==> config.mk <==
export PLATFORM = sky130hd
export DESIGN_NAME = wft_ctrl
export DESIGN_NICKNAME = d
export VERILOG_FILES = /design/src/rtl/wft_pkg.sv /design/src/rtl/wft_ctrl.sv
export SDC_FILE = /design/constraint.sdc
export NUM_CORES = 1
export LEC_CHECK = 0
export BUFFER_PORTS_ARGS = -buffer_cell sky130_fd_sc_hd__buf_2
export CAP_MARGIN = 30
export CORE_AREA = 3 3 40 42
export DETAILED_ROUTE_END_ITERATION = 10
export DIE_AREA = 0 0 43 45
export SLEW_MARGIN = 20
export SYNTH_ARGS = -nofsm -noshare
export SYNTH_HDL_FRONTEND = slang
export SYNTH_SLANG_ARGS = --single-unit
==> constraint.sdc <==
create_clock -name i_clk -period 1 [get_ports i_clk]
set_input_delay 0.2 -clock i_clk [delete_from_list [all_inputs] [get_ports i_clk]]
set_output_delay 0.2 -clock i_clk [all_outputs]
set_load 0.03 [all_outputs]
==> src/rtl/wft_pkg.sv <==
package wft_pkg;

    localparam int MAX_ENTRIES_DEF = 256;
    localparam int WORD_CHARS_DEF  = 48;

    localparam int CHAR_W     = 8;
    localparam int IDX_W      = 8;
    localparam int CNT_W      = 16;
    localparam int LEN_W      = 6;
    localparam int POS_W      = 16;
    localparam int UNQ_W      = 9;
    localparam int TOT_W      = 20;
    localparam int OUT_DATA_W = 80;

    // bit positions of the result word
    localparam int OB_IDX  = 0;
    localparam int OB_NEW  = 8;
    localparam int OB_CNT  = 9;
    localparam int OB_FULL = 48;

    localparam logic [CHAR_W-1:0] CH_SPACE = 8'd32;
    localparam logic [CHAR_W-1:0] CH_TAB   = 8'd9;
    localparam logic [CHAR_W-1:0] CH_LF    = 8'd10;
    localparam logic [CHAR_W-1:0] CH_UC_A  = 8'd65;
    localparam logic [CHAR_W-1:0] CH_UC_Z  = 8'd90;
    localparam logic [CHAR_W-1:0] CH_LC_A  = 8'd97;
    localparam logic [CHAR_W-1:0] CH_LC_Z  = 8'd122;
    localparam logic [CHAR_W-1:0] CH_CASE  = 8'h20;

    typedef enum logic [2:0] {
        S_IDLE,
        S_LOOK,
        S_RD,
        S_CMP,
        S_HIT_RD,
        S_HIT_WR,
        S_INS,
        S_FIN
    } t_state;

    typedef struct packed {
        logic accept;
        logic rd_row;
        logic idx_inc;
        logic rd_cnt;
        logic wr_hit;
        logic ins;
        logic load_out;
    } t_cmd;

    typedef struct packed {
        logic close;
        logic tbl_empty;
        logic match;
        logic last_idx;
        logic out_busy;
    } t_stat;

endpackage

==> src/rtl/wft_ctrl.sv <==
module wft_ctrl (
    input  logic          i_clk,
    input  logic          i_rst_n,
    input  logic          i_s_tvalid,
    output logic          o_s_tready,
    input  wft_pkg::t_stat i_stat,
    output wft_pkg::t_cmd  o_cmd
);
    import wft_pkg::*;

    t_state r_state, n_state;

    always_ff @(posedge i_clk) begin
        if (!i_rst_n) begin
            r_state <= S_IDLE;
        end else begin
            r_state <= n_state;
        end
    end

    always_comb begin
        n_state = r_state;
        unique case (r_state)
            S_IDLE: begin
                if (i_s_tvalid && i_stat.close) n_state = S_LOOK;
            end
            S_LOOK: begin
                n_state = i_stat.tbl_empty ? S_INS : S_RD;
            end
            S_RD: n_state = S_CMP;
            S_CMP: begin
                priority if (i_stat.match) n_state = S_HIT_RD;
                else if (i_stat.last_idx)  n_state = S_INS;
                else                       n_state = S_RD;
            end
            S_HIT_RD: n_state = S_HIT_WR;
            S_HIT_WR: n_state = S_FIN;
            S_INS:    n_state = S_FIN;
            S_FIN: begin
                if (!i_stat.out_busy) n_state = S_IDLE;
            end
            default: n_state = S_IDLE;
        endcase
    end

    always_comb begin
        o_s_tready = 1'b0;
        o_cmd      = '0;
        unique case (r_state)
            S_IDLE: begin
                o_s_tready   = 1'b1;
                o_cmd.accept = i_s_tvalid;
            end
            S_LOOK:   o_cmd = '0;
            S_RD:     o_cmd.rd_row = 1'b1;
            S_CMP:    o_cmd.idx_inc = !i_stat.match && !i_stat.last_idx;
            S_HIT_RD: o_cmd.rd_cnt = 1'b1;
            S_HIT_WR: o_cmd.wr_hit = 1'b1;
            S_INS:    o_cmd.ins = 1'b1;
            S_FIN:    o_cmd.load_out = !i_stat.out_busy;
            default:  o_cmd = '0;
        endcase
    end

endmodule

# After elaboration in Yosys (flattened, before gate mapping)
# Cells that the tools add are included.
# op_classes
eq_ne	9
n_mux	14
reduce_logical	8
# op_table
operator	count
3-bit case mux with 7 select lines	1
3-bit two-way mux	5
3-bit equality test, second input constant	4
1-bit two-way mux	8
3-bit by 2-bit equality test with 1-bit output, second input constant	2
2-bit inequality test, second input constant	2
3-bit by 1-bit equality test with 1-bit output, second input constant	1
1-bit logical NOT	3
3-bit logical NOT	1
1-bit logical AND	2
2-bit AND reduction	1
2-bit OR reduction	1
# word_totals
reg_bits	3

# Logic depth before layout (Yosys ltp)
# Gate-level depths: netlist of run 1.
# depth
word_depth	3
depth_mapped	4
mapped_depth_nobuf	3

# Worst setup path after synthesis of run 1
# Ideal clock, no wire load.
# synth_path
path_kind	register -> output
startpoint	register r_state[0]
endpoint	output port o_cmd[6] in the netlist's numbering
arrival_ns	1.589
required_ns	0.800
path_slack_ns	-0.789
path_stages_with_launch	4
path_buffers	1
cell_sequence	dfxtp_1 -> buf_2 -> nor3_1 -> and2_1
# synth_rtl
element	line	text
from (decl)	wft_ctrl.sv:11	t_state r_state, n_state;
from (signal assigned)	wft_ctrl.sv:17	r_state <= n_state;
to (decl)	wft_ctrl.sv:7	output wft_pkg::t_cmd o_cmd

==> results.md, run 1 <==
- The run finished, with violations left.
- The checks that failed: setup timing.
- In this run the vertical extent of the chip is around 45 microns.
- The total number of clock tree sinks is 3.
- Of the total synthesized cell area, the portion taken by XOR and XNOR cells is 0.
- The net load switching power is 0.235 mW.
- CTS built an H-tree with a depth of 1.
- For this design the top-level I/O count stands at 16.
- IR analysis of the VDD net gives a maximum drop of approximately 0.67 mV.
- The count of cells along the worst register-to-register path is 4.
- The first routing iteration left 5 violations.
- r_state holds more flip-flops than any other register.
- The post-synthesis compound-gate area fraction is 0.225.
- The register with the most flip-flops in the layout has 3 of them.
- The sequential cell area is about 71 sq um.
- The die covers about 1900 sq um.
- The detailed placement HPWL is 521 microns.
- The mean number of vias per cell is 4.40.
- The start point of the critical path is r_state[0].
- The largest family of logic cells by synthesized area is simple AND/OR/NAND/NOR gates.
- The total power per unit cell area is 1270 nW/um^2.
- In this run the clock root is driven by a sky130_fd_sc_hd__clkbuf_4.
- The worst min-delay path class is in -> reg.
- The number of global-route vias before repair came to between 200 and 300.
- The design draws 0.682 mW.
- Among cell families on the critical path, the largest total delay comes from flip-flops.
- The share of final-layout standard cells stronger than drive strength 1 is 0.754.
- The area of combinational cells with multiple inputs is 196 sq um.
- After detailed routing, the number of remaining DRC violations is 0.
- The number of buffers inserted by hold repair at cts is 0.
- Counting every instance in the synthesized netlist gives 29.
- The worst-skew pair later-pin latency is 240 ps.
- The count of different cell masters after synthesis is 17.
- The share of total power dissipated in sequential elements is 0.227.
- Row generation in the floorplan step produced 13 rows.
- The routed design has 728 microns of wire.
- The horizontal die dimension is between 40 and 50 microns.
- In this run the critical register-to-register path is launched from r_state[1].
- Leaving out fill and tap cells, the most frequent cell in the layout is sky130_fd_sc_hd__buf_4.
- The clock skew after layout is 2.27 ps.
- The synthesized design contains 3 register bits.
- For this run, the register share of the synthesized area comes to 0.284.
- The maximum clock frequency is 733 MHz.
- The total buffers and inverters traversed by the critical path is 2.
- Following the worst setup path forward leads to its endpoint at o_cmd[6].
- Setup slack on the critical path of the routed design comes to -363 ps.
- The post-synthesis simple-gate area fraction is 0.373.
- The portion of netlist area occupied by mux cells is 0.
- The worst path required time is 800 ps.
- Fill cells in the final layout number about 140.
- At the pin with the least slew margin, the transition time is 201 ps.
- The initial antenna violation count is 0.
- The number of buffers added by the clock tree synthesis step is 3.
- The adder-cell area share of the yosys netlist is 0.
- In this run the mean area of a mapped cell was 7.29 sq um.
- Leaving out fill and tap cells, the most frequent cells in the layout are 11 x sky130_fd_sc_hd__buf_4, 9 x sky130_fd_sc_hd__buf_6, 7 x sky130_fd_sc_hd__buf_2.
- Of all nets on the critical path, the largest fanout is 5.
- The net count of the mapped netlist is 37.
- The net switching fraction of the power is 0.345.
- The routed layout has about 320 vias.
- The count of antenna diodes in the layout is 0.
- The flop-to-flop setup slack is -120 ps.
- Summed over all layers, the global routing overflow is 0.
- The setup violation total in the final timing report is 10.
- The largest individual stage delay along the critical path comes from the cell sky130_fd_sc_hd__dfxtp_4.
- The sort of element at the start of the critical path is a flip-flop.
- The clock-pin slew on the worst setup and hold paths is 40 ps.
- The clock share of power is 0.323.
- The total number of yosys warnings is 0.
- The routed length per instance is 10.1 microns.
- The core area is 1280 sq um.
- The all-layer global routing usage is 0.0866.
- The arrival time at the worst endpoint is 1160 ps.
- The most prevalent standard cell on the critical path is sky130_fd_sc_hd__buf_6.
- The critical path capture point type is a primary output.
- The standby leakage power is roughly 0.25 nW.
- TritonCTS built the clock tree.
- The count of nets after finishing is 66.
- The number of cells on the critical path is 4.
- Counting I/O delays and the setup requirement, the final critical path takes 1360 ps.
- The post-detailed-route count of antenna-violating nets is 0.
- Entering global routing, the biggest net connects 9 pins.
- From synthesis to final layout, the design area changed by 153%.
- Of the total power, combinational logic draws 0.451.
- The signal on the critical path passes through buf_6 > nor3_4 > and2_4 > buf_6.
- The starting density of the core is 0.165.
- Setup repair after global routing could not meet its margin everywhere.
- At the end of routability-driven placement, the weighted congestion stood at 0.784.
- The count of buffers inserted at the top-level ports is 15.
- The setup total negative slack is -2510 ps.
- The largest registers in the layout are r_state: 3 flops.
- The final period utilization is 1.36.
- After synthesis the cells add up to about 210 sq um.
- The worst pin sits at a relative slew slack of 0.866.
- The first-pass iteration count of the detailed router is 2.
- The kind of critical path is reg -> out.
- The first global-routing pass estimated 1190 microns of wire.
- The endpoint identified for the worst register-to-register timing path is r_state[2].
- The maximum cell stage delay along the critical path is 350 ps.
- The number of maximum-capacitance constraint violations is 0.
- The count of final hold-check violations is 0.
- The final count of pins violating max slew is 0.
- Counting along the longest clock path gives a buffer depth of 2.
- The internal power of the cells totals around 0.45 mW.
==> timing repair <==
item                       in CTS  in global routing
pin swaps                       6                  3
gates resized for setup        23                  5
setup endpoints to repair      11                 11
setup buffers                   1                  1
==> power by group through the flow <==
stage / Combinational [mW] / Clock, mW / Sequential [mW]
6_report: 0.307 / 0.220 / 0.155
5_1_grt: 0.327 / 0.234 / 0.157
4_1_cts: 0.286 / 0.231 / 0.155
3_5_place_dp: 0.243 / 0 / 0.156
3_3_place_gp: 0.242 / 0 / 0.157
2_1_floorplan: 0.172 / 0 / 0.140
==> per-layer routing <==
layer	part of all wire	wire length [microns]	global-route usage	vias to the layer above
met5	0	0	0	-
met3	0.067	49	0.0239	2
met4	0.025	18	0.0723	0
li1	-	-	-	161
met2	0.46	333	0.126	16
met1	0.45	327	0.106	138
==> cell usage after synthesis (all sizes together) <==
cell type / number / area, sq um
nor4: 1 / 6.26
buf: 3 / 21.3
nor3b: 3 / 22.5
or3b: 1 / 8.76
and2: 1 / 6.26
a21oi: 3 / 15.0
a31oi: 1 / 6.26
o21a: 1 / 7.51
nor2: 2 / 7.51
inv: 1 / 3.75
nor3: 2 / 10.0
nand2: 3 / 11.3
o21ai: 2 / 10.0
a211o: 1 / 8.76
and3: 1 / 6.26
dfxtp: 3 / 60.1
==> how the worst min path moves through the flow <==
| stage | startpoint | to | slack, ps | cells after the start |
|---|---|---|---|---|
| detailed placement | i_rst_n | r_state[0] | 450 | 3 |
| floorplan | i_rst_n | r_state[0] | 320 | 2 |
| global route | i_rst_n | r_state[0] | 220 | 3 |
| finish | i_rst_n | r_state[0] | 200 | 3 |
| global placement | i_rst_n | r_state[0] | 450 | 3 |
| CTS | i_rst_n | r_state[0] | 200 | 3 |
==> area by class of cell <==
cell class / count / area share
clock buffers: 4 / 0.0491
inverters: 1 / 0.00701
multi-input cells: 22 / 0.367
flip-flops and latches: 3 / 0.133
well taps: 15 / 0.0350
repair buffers: 27 / 0.409
==> worst reg2reg max path: stages (launching register included) <==
cell                      delay, ps
sky130_fd_sc_hd__dfxtp_4        370
sky130_fd_sc_hd__buf_4          120
sky130_fd_sc_hd__or3b_1         350
sky130_fd_sc_hd__a21oi_2        120
sky130_fd_sc_hd__nor3b_1         50
==> per-stage QoR <==
step           setup WS (ps)  utilization  area (sq um)  hold slack (ps)  cells
5_1_grt                 -404        0.417           536              219     72
3_5_place_dp            -232        0.321           413              452     66
6_report                -363        0.417           536              200     72
2_1_floorplan           -245            -           272              316     29
3_3_place_gp            -224        0.321           413              453     66
4_1_cts                 -366        0.400           514              197     71
==> cell families after synthesis <==
| family | count (synthesis) |
|---|---|
| compound gates | 8 |
| buf+inv | 4 |
| flops | 3 |
| simple gates | 14 |
Power figures use the tool's default switching activity.
==> run 2, diff against run 1 <==
PLACE_DENSITY = 0.37   (was default)
==> run 2 against run 1 <==
  * The flow still finishes with violations (setup timing)
  * Die area unchanged
  * Total power increased by 1.7%
  * Combinational power increased by 9.1%
  * Via count unchanged
  * Fmax increased by 0.85%
  * Critical endpoint unchanged
  * Highest routed layer is now met3
==> results.md, run 2 (synthesized netlist as in run 1, its figures left out) <==
- The total routed wirelength is 771 microns (+5.9%).
- The flop-to-flop setup slack was -200 ps (-80 ps).
- The share of final-layout standard cells stronger than drive strength 1 is 0.783 (+0.0289).
- The setup violation total in the final timing report is 10 (unchanged).
- The starting density of the core was 0.165 (unchanged).
- The final estimated routing congestion in global placement was 0.717 (-8.5%).
- The total number of clock tree sinks was 3 (unchanged).
- The final critical delay including setup and external delays was 1350 ps (-11.5 ps).
- The number of cells on the worst hold path is 3 (unchanged).
- The tightest min-delay check is of the in -> reg type.
- Setup repair after global routing could not meet its margin everywhere.
- The mean number of vias per cell is 4.23 (-4.0%).
- The total buffers and inverters traversed by the critical path is 2 (unchanged).
- The critical-path cell with the highest stage delay is sky130_fd_sc_hd__dfxtp_4.
- The count of cells along the worst register-to-register path was 5 (+1).
- The final reports fail on setup timing.
- The residual DRC count is 0 (unchanged).
- The final period utilization came to 1.35 (-0.0115).
- The routed length per instance came to 10.3 microns (+1.7%).
- The largest registers in the layout are r_state: 3 flops.
- The area enclosed by the die boundary came to 1940 sq um (unchanged).
- The standby leakage power is 0.279 nW (+11%).
- The clock-pin slew on the worst setup and hold paths is 30 ps (about the same).
- The final count of pins violating max slew is 0 (unchanged).
- In the layout the commonest cells are 12 x sky130_fd_sc_hd__buf_6, 10 x sky130_fd_sc_hd__buf_4, 8 x sky130_fd_sc_hd__buf_2.
- The cell area reported after detailed placement is 390 sq um (-5.5%).
- The total power per unit cell area is 1210 nW/um^2 (-5.1%).
- The non-filler instance count after layout came to 75 (+4.2%).
- Relative to the synthesized area, the layout overhead comes to 172%.
- The cell class contributing the biggest share of worst-path delay is flip-flops.
- The H-tree depth is 1 (unchanged).
- The final instance area is 574 sq um (+7.2%).
- The total I/O pin count is 16 (unchanged).
- The endpoint identified for the worst register-to-register timing path is r_state[2].
- The placed instance count was 63 (-4.5%).
- The maximum clock frequency was 740 MHz (+0.85%).
- The number of vias in the routed layout is 317 (unchanged).
- The kind of critical path is reg -> out.
- The DRC marker count from the first detailed-route iteration is 1 (-4).
- The initial antenna violation count is 0 (unchanged).
- The number of rows created at floorplan is 13 (unchanged).
- The signal on the critical path passes through buf_6 > nor3_4 > and2_4 > buf_6.
- The number of buffers between clock root and the deepest sink is 2 (unchanged).
- The worst slew margin relative to its limit is 0.857 (-0.00825).
- The register ranked first by flip-flop count is r_state.
- The cell chosen for the clock root is sky130_fd_sc_hd__clkbuf_4.
- The most numerous cell type found on the critical path is sky130_fd_sc_hd__buf_6.
- The detailed placement HPWL is 586 microns (+12%).
- The slew at the pin with the worst max-slew slack is 212 ps (+11.3 ps).
- The number of flip-flops under the largest register name is 3 (unchanged).
- The total congestion overflow is 0 (unchanged).
- The vertical die dimension came to 45 microns (unchanged).
- The count of antenna diodes in the layout was 0 (unchanged).
- The first-pass GRT wire length is 1360 microns (+15%).
- The post-detailed-route count of antenna-violating nets is 0 (unchanged).
- The worst path required time came to 800 ps (about the same).
- The post-placement setup slack is -240 ps (-7.76 ps).
- The startpoint identified for the worst register-to-register timing path is r_state[1].
- The setup total negative slack is -2450 ps (+60.5 ps).
- The horizontal die dimension is 43 microns (unchanged).
- The arrival time at the worst endpoint came to 1150 ps (about the same).
- The launch instance of the worst min-delay path is i_rst_n.
- The maximum number of pins on one net before global-route repair is 6 (-3).
- The critical path capture point type is a primary output.
- The clock skew after layout came to 2.41 ps (+0.134 ps).
- The end point of the worst hold path is r_state[1].
- The maximum cell stage delay along the critical path came to 350 ps (about the same).
- The number of buffers inserted by hold repair at cts came to 0 (unchanged).
- The number of maximum-capacitance constraint violations was 0 (unchanged).
- The first-pass iteration count of the detailed router is 3 (+1).
- The sort of element at the start of the critical path is a flip-flop.
- The number of buffers added by the clock tree synthesis step is 3 (unchanged).
- The clock tree from TritonCTS is yes.
- The highest ir drop seen on vdd is 0.875 mV (+31%).
- The core area is 1280 sq um (unchanged).
- The library cell used most frequently in the layout, excluding fill and tap cells, is sky130_fd_sc_hd__buf_6.
- The worst-skew pair later-pin latency was 230 ps (about the same).
- The count of nets after finishing is 69 (+4.5%).
- The final critical-path setup slack is -352 ps (+11.5 ps).
- The all-layer global routing usage is 0.0939 (+0.00726).
- The critical-path maximum fanout is 5 (unchanged).
- The number of global-route vias before repair is 338 (+17%).
- The count of buffers inserted at the top-level ports is 15 (unchanged).
- The count of final hold-check violations is 0 (unchanged).
- The run finished, with violations left.
==> run 2: how the worst max path moves through the flow <==
stage                    start  endpoint  slack, ps  depth (start not counted)
floorplan           r_state[2]  o_cmd[6]       -240                          3
global placement    r_state[1]  o_cmd[6]       -210                          4
detailed placement  r_state[1]  o_cmd[6]       -240                          4
CTS                 r_state[0]  o_cmd[6]       -360                          4
global route        r_state[1]  o_cmd[6]       -400                          4
finish              r_state[1]  o_cmd[6]       -350                          4
==> run 2: area by class of cell <==
| class | count | area, sq um |
|---|---|---|
| sequential | 3 | 71.3 |
| inverter | 1 | 3.75 |
| tap | 15 | 18.8 |
| timing repair buffer | 30 | 250 |
| multi-input combinational | 22 | 204 |
| fill | 141 | 711 |
| clock buffer | 4 | 26.3 |
==> run 2: routing by layer <==
layer / global-route usage / vias up / wire, microns
met2: 0.168 / 12 / 399
met3: 0.0438 / 0 / 62
met5: 0 / - / 0
li1: - / 166 / -
met4: 0.0181 / 0 / 0
met1: 0.103 / 139 / 309
==> run 2: timing repair <==
action                                  CTS  global route
gates cloned                              0             0
endpoints found under the setup margin    9            11
gates resized for setup                  25             7
buffers inserted                          4             4
pin swaps                                 4             9
==> run 2: metrics by stage <==
step / util / hold WS [ps] / power [mW]
2_1_floorplan: - / 316 / 0.312
3_3_place_gp: 0.304 / 447 / 0.386
3_5_place_dp: 0.304 / 447 / 0.387
4_1_cts: 0.403 / 196 / 0.676
5_1_grt: 0.447 / 207 / 0.747
6_report: 0.447 / 208 / 0.693
==> run 2: report_power, final <==
part	switching (mW)	total (mW)	internal (mW)
logic	0.159	0.335	0.175
clock network	0.0589	0.208	0.149
registers	0.0158	0.151	0.135
total	0.234	0.693	0.459
==> run 2: worst reg2reg max path: stages (launching register included) <==
cell and delay (ps):
sky130_fd_sc_hd__dfxtp_4 360, sky130_fd_sc_hd__buf_4 110, sky130_fd_sc_hd__buf_6 80, sky130_fd_sc_hd__or3b_1 350, sky130_fd_sc_hd__a21oi_2 130, sky130_fd_sc_hd__nor3b_1 50
==> run 3, diff against run 2 <==
clock period = 1.2 ns   (was 1 ns; I/O delays follow)
==> run 3 against run 2 <==
  * The run still ends with setup timing left
  * Combinational power is 31% lower
  * Cell area is 17% lower
  * Clock power down 14%
  * Sequential power is 11% lower
  * Global-route usage down 1.1 points
  * Total power is 22% lower
  * Hold slack better by 42 ps
  * Die area unchanged
  * Sequential share of layout area grew 2.1 points
  * First-iteration DRC count rose to 5.0 times the previous value
==> results.md, run 3 (synthesized netlist as in run 1, its figures left out) <==
- The final estimated routing congestion in global placement is 0.748 (+4.4%).
- The horizontal die dimension is 43 microns (unchanged).
- The first-pass iteration count of the detailed router is 3 (unchanged).
- The routed length per instance is 10.3 microns (about the same).
- The launch point of the worst reg-to-reg path is r_state[1].
- More flip-flops sit in one register than any other, and that register is r_state.
- The largest registers in the layout are r_state: 3 flops.
- The slew at the pin with the worst max-slew slack was 204 ps (-8.27 ps).
- The count of buffers inserted at the top-level ports is 15 (unchanged).
- The share of final-layout standard cells stronger than drive strength 1 is 0.660 (-0.123).
- The setup violation total in the final timing report is 8 (-2).
- The count of final hold-check violations was 0 (unchanged).
- The total I/O pin count is 16 (unchanged).
- The clock skew after layout is 0.209 ps (-2.20 ps).
- The commonest non-fill, non-tap cell in the layout is sky130_fd_sc_hd__buf_4.
- The vertical die dimension came to 45 microns (unchanged).
- The sort of element at the start of the critical path is a flip-flop.
- The count of cells along the worst register-to-register path is 3 (-2).
- Compared with the post-synthesis result, the final layout area differs by 124%.
- The final period utilization is 1.13.
- The root buffer cell chosen for the clock tree is sky130_fd_sc_hd__clkbuf_4.
- The maximum cell stage delay along the critical path is 360 ps (about the same).
- The core area is 1280 sq um (unchanged).
- The first-pass GRT wire length is 1150 microns (-15%).
- The core utilization of the finished layout was 0.369 (-0.0779).
- The final count of pins violating max slew is 0 (unchanged).
- TritonCTS built the clock tree.
- The mean number of vias per cell came to 4.46 (+5.4%).
- The DRC marker count from the first detailed-route iteration is 5 (+4).
- The worst setup path is captured at a primary output.
- The post-detailed-route count of antenna-violating nets is 0 (unchanged).
- Setup repair after global routing could not meet its margin everywhere.
- For hold timing, the worst endpoint is r_state[0].
- The launch instance of the worst min-delay path is i_rst_n.
- The maximum clock frequency is about 740 MHz.
- The critical-path cell with the highest stage delay is sky130_fd_sc_hd__dfxtp_4.
- The area enclosed by the die boundary is 1940 sq um (unchanged).
- The arrival time at the worst endpoint is 1110 ps (-40 ps).
- The maximum number of pins on one net before global-route repair is 9 (+3).
- The residual DRC count is 0 (unchanged).
- The critical-path maximum fanout was 6 (+1).
- The worst-skew pair later-pin latency is 230 ps (about the same).
- The clock-pin slew on the worst setup and hold paths came to 40 ps (about the same).
- The number of maximum-capacitance constraint violations came to 0 (unchanged).
- The total buffers and inverters traversed by the critical path is 2 (unchanged).
- The cell class contributing the biggest share of worst-path delay is flip-flops.
- The final critical delay including setup and external delays is 1350 ps.
- The critical path goes through buf_12 > nor3_4 > and2_4 > buf_6.
- The worst register-to-register path ends at r_state[2].
- The count of antenna diodes in the layout was 0 (unchanged).
- The total congestion overflow is 0 (unchanged).
- The hold slack is 250 ps (+41.8 ps).
- The flow ran to the end, but the final reports show violations.
- The number of rows created at floorplan is 13 (unchanged).
- The total power per unit cell area is 1150 nW/um^2 (-5.0%).
- The total number of clock tree sinks came to 3 (unchanged).
- The H-tree depth is 1 (unchanged).
- The number of global-route vias before repair is 300 (-11%).
- The highest ir drop seen on vdd is 0.336 mV (-62%).
- The detailed placement HPWL is 543 microns (-7.2%).
- The number of vias in the routed layout came to 303 (-4.4%).
- The kind of critical path is reg -> out.
- The standby leakage power was 0.216 nW (-23%).
- The number of cells on the worst hold path came to 3 (unchanged).
- The number of flip-flops under the largest register name was 3 (unchanged).
- The path class of the tightest hold or removal check is in -> reg.
- The number of buffers added by the clock tree synthesis step came to 3 (unchanged).
- The worst path required time is 960 ps (+160 ps).
- The total routed wirelength is 699 microns (-9.3%).
- The initial antenna violation count was 0 (unchanged).
- The flop-to-flop setup slack was 120 ps (+320 ps).
- The starting density of the core is 0.165 (unchanged).
- The worst slew margin relative to its limit is 0.863 (+0.00556).
- The final critical-path setup slack is -152 ps (+199 ps).
- The number of buffers between clock root and the deepest sink came to 2 (unchanged).
- The library cells used most frequently in the layout, excluding fill and tap cells, are 10 x sky130_fd_sc_hd__buf_4, 7 x sky130_fd_sc_hd__buf_2, 5 x sky130_fd_sc_hd__buf_6.
- The final reports fail on setup timing.
- The all-layer global routing usage is 0.0824 (-0.0114).
- The count of nets after finishing came to 62 (-10%).
[run 3: layout make-up]
| class | count | area [sq um] |
|---|---|---|
| Timing Repair Buffer | 23 | 186 |
| Multi-Input combinational cell | 22 | 170 |
| Sequential cell | 3 | 68.8 |
| Inverter | 1 | 3.75 |
| Tap cell | 15 | 18.8 |
| Fill cell | 147 | 811 |
| Clock buffer | 4 | 26.3 |
[run 3: worst max-delay path by stage]
stage	start	depth (start not counted)	slack [ps]	endpoint
3_5_place_dp	r_state[1]	3	-60	o_cmd[0]
4_1_cts	r_state[2]	4	-170	o_cmd[6]
5_1_grt	r_state[2]	4	-230	o_cmd[6]
3_3_place_gp	r_state[1]	3	-80	o_cmd[0]
2_1_floorplan	r_state[0]	3	-160	o_cmd[6]
6_report	r_state[1]	4	-150	o_cmd[6]
[run 3: tightest hold or removal path, stage by stage]
cell	delay, ps
sky130_fd_sc_hd__buf_2	110
sky130_fd_sc_hd__nand2_1	50
sky130_fd_sc_hd__a21oi_1	30
[run 3: power breakdown]
part	internal, mW	total [mW]	switching, mW	leakage, nW
clock network	0.125	0.178	0.0532	0.0150
logic	0.124	0.232	0.108	0.174
registers	0.113	0.134	0.0208	0.0264
[run 3: layer usage]
metal	global-route usage	routed length, microns	vias to the layer above
met1	0.0916	299	138
met3	0.0279	54	0
met2	0.126	345	13
li1	-	-	152
met5	0	0	-
met4	0.0723	0	0
[run 3: repair_timing]
action,4_1_cts,5_1_grt
pin swaps,2,0
hold buffers,0,0
buffers inserted,1,0
resized for setup,19,0
endpoints found under the setup margin,8,8
hold endpoints to repair,0,0
[run 3: stage by stage]
stage | setup TNS (ps) | power [mW] | area [sq um] | setup WS, ps | instances
CTS | -903 | 0.554 | 474 | -169 | 68
global route | -1290 | 0.581 | 474 | -231 | 68
detailed placement | -113 | 0.323 | 392 | -60.3 | 63
floorplan | -237 | 0.250 | 254 | -159 | 29
finish | -810 | 0.544 | 474 | -152 | 68
global placement | -135 | 0.323 | 392 | -83.2 | 63
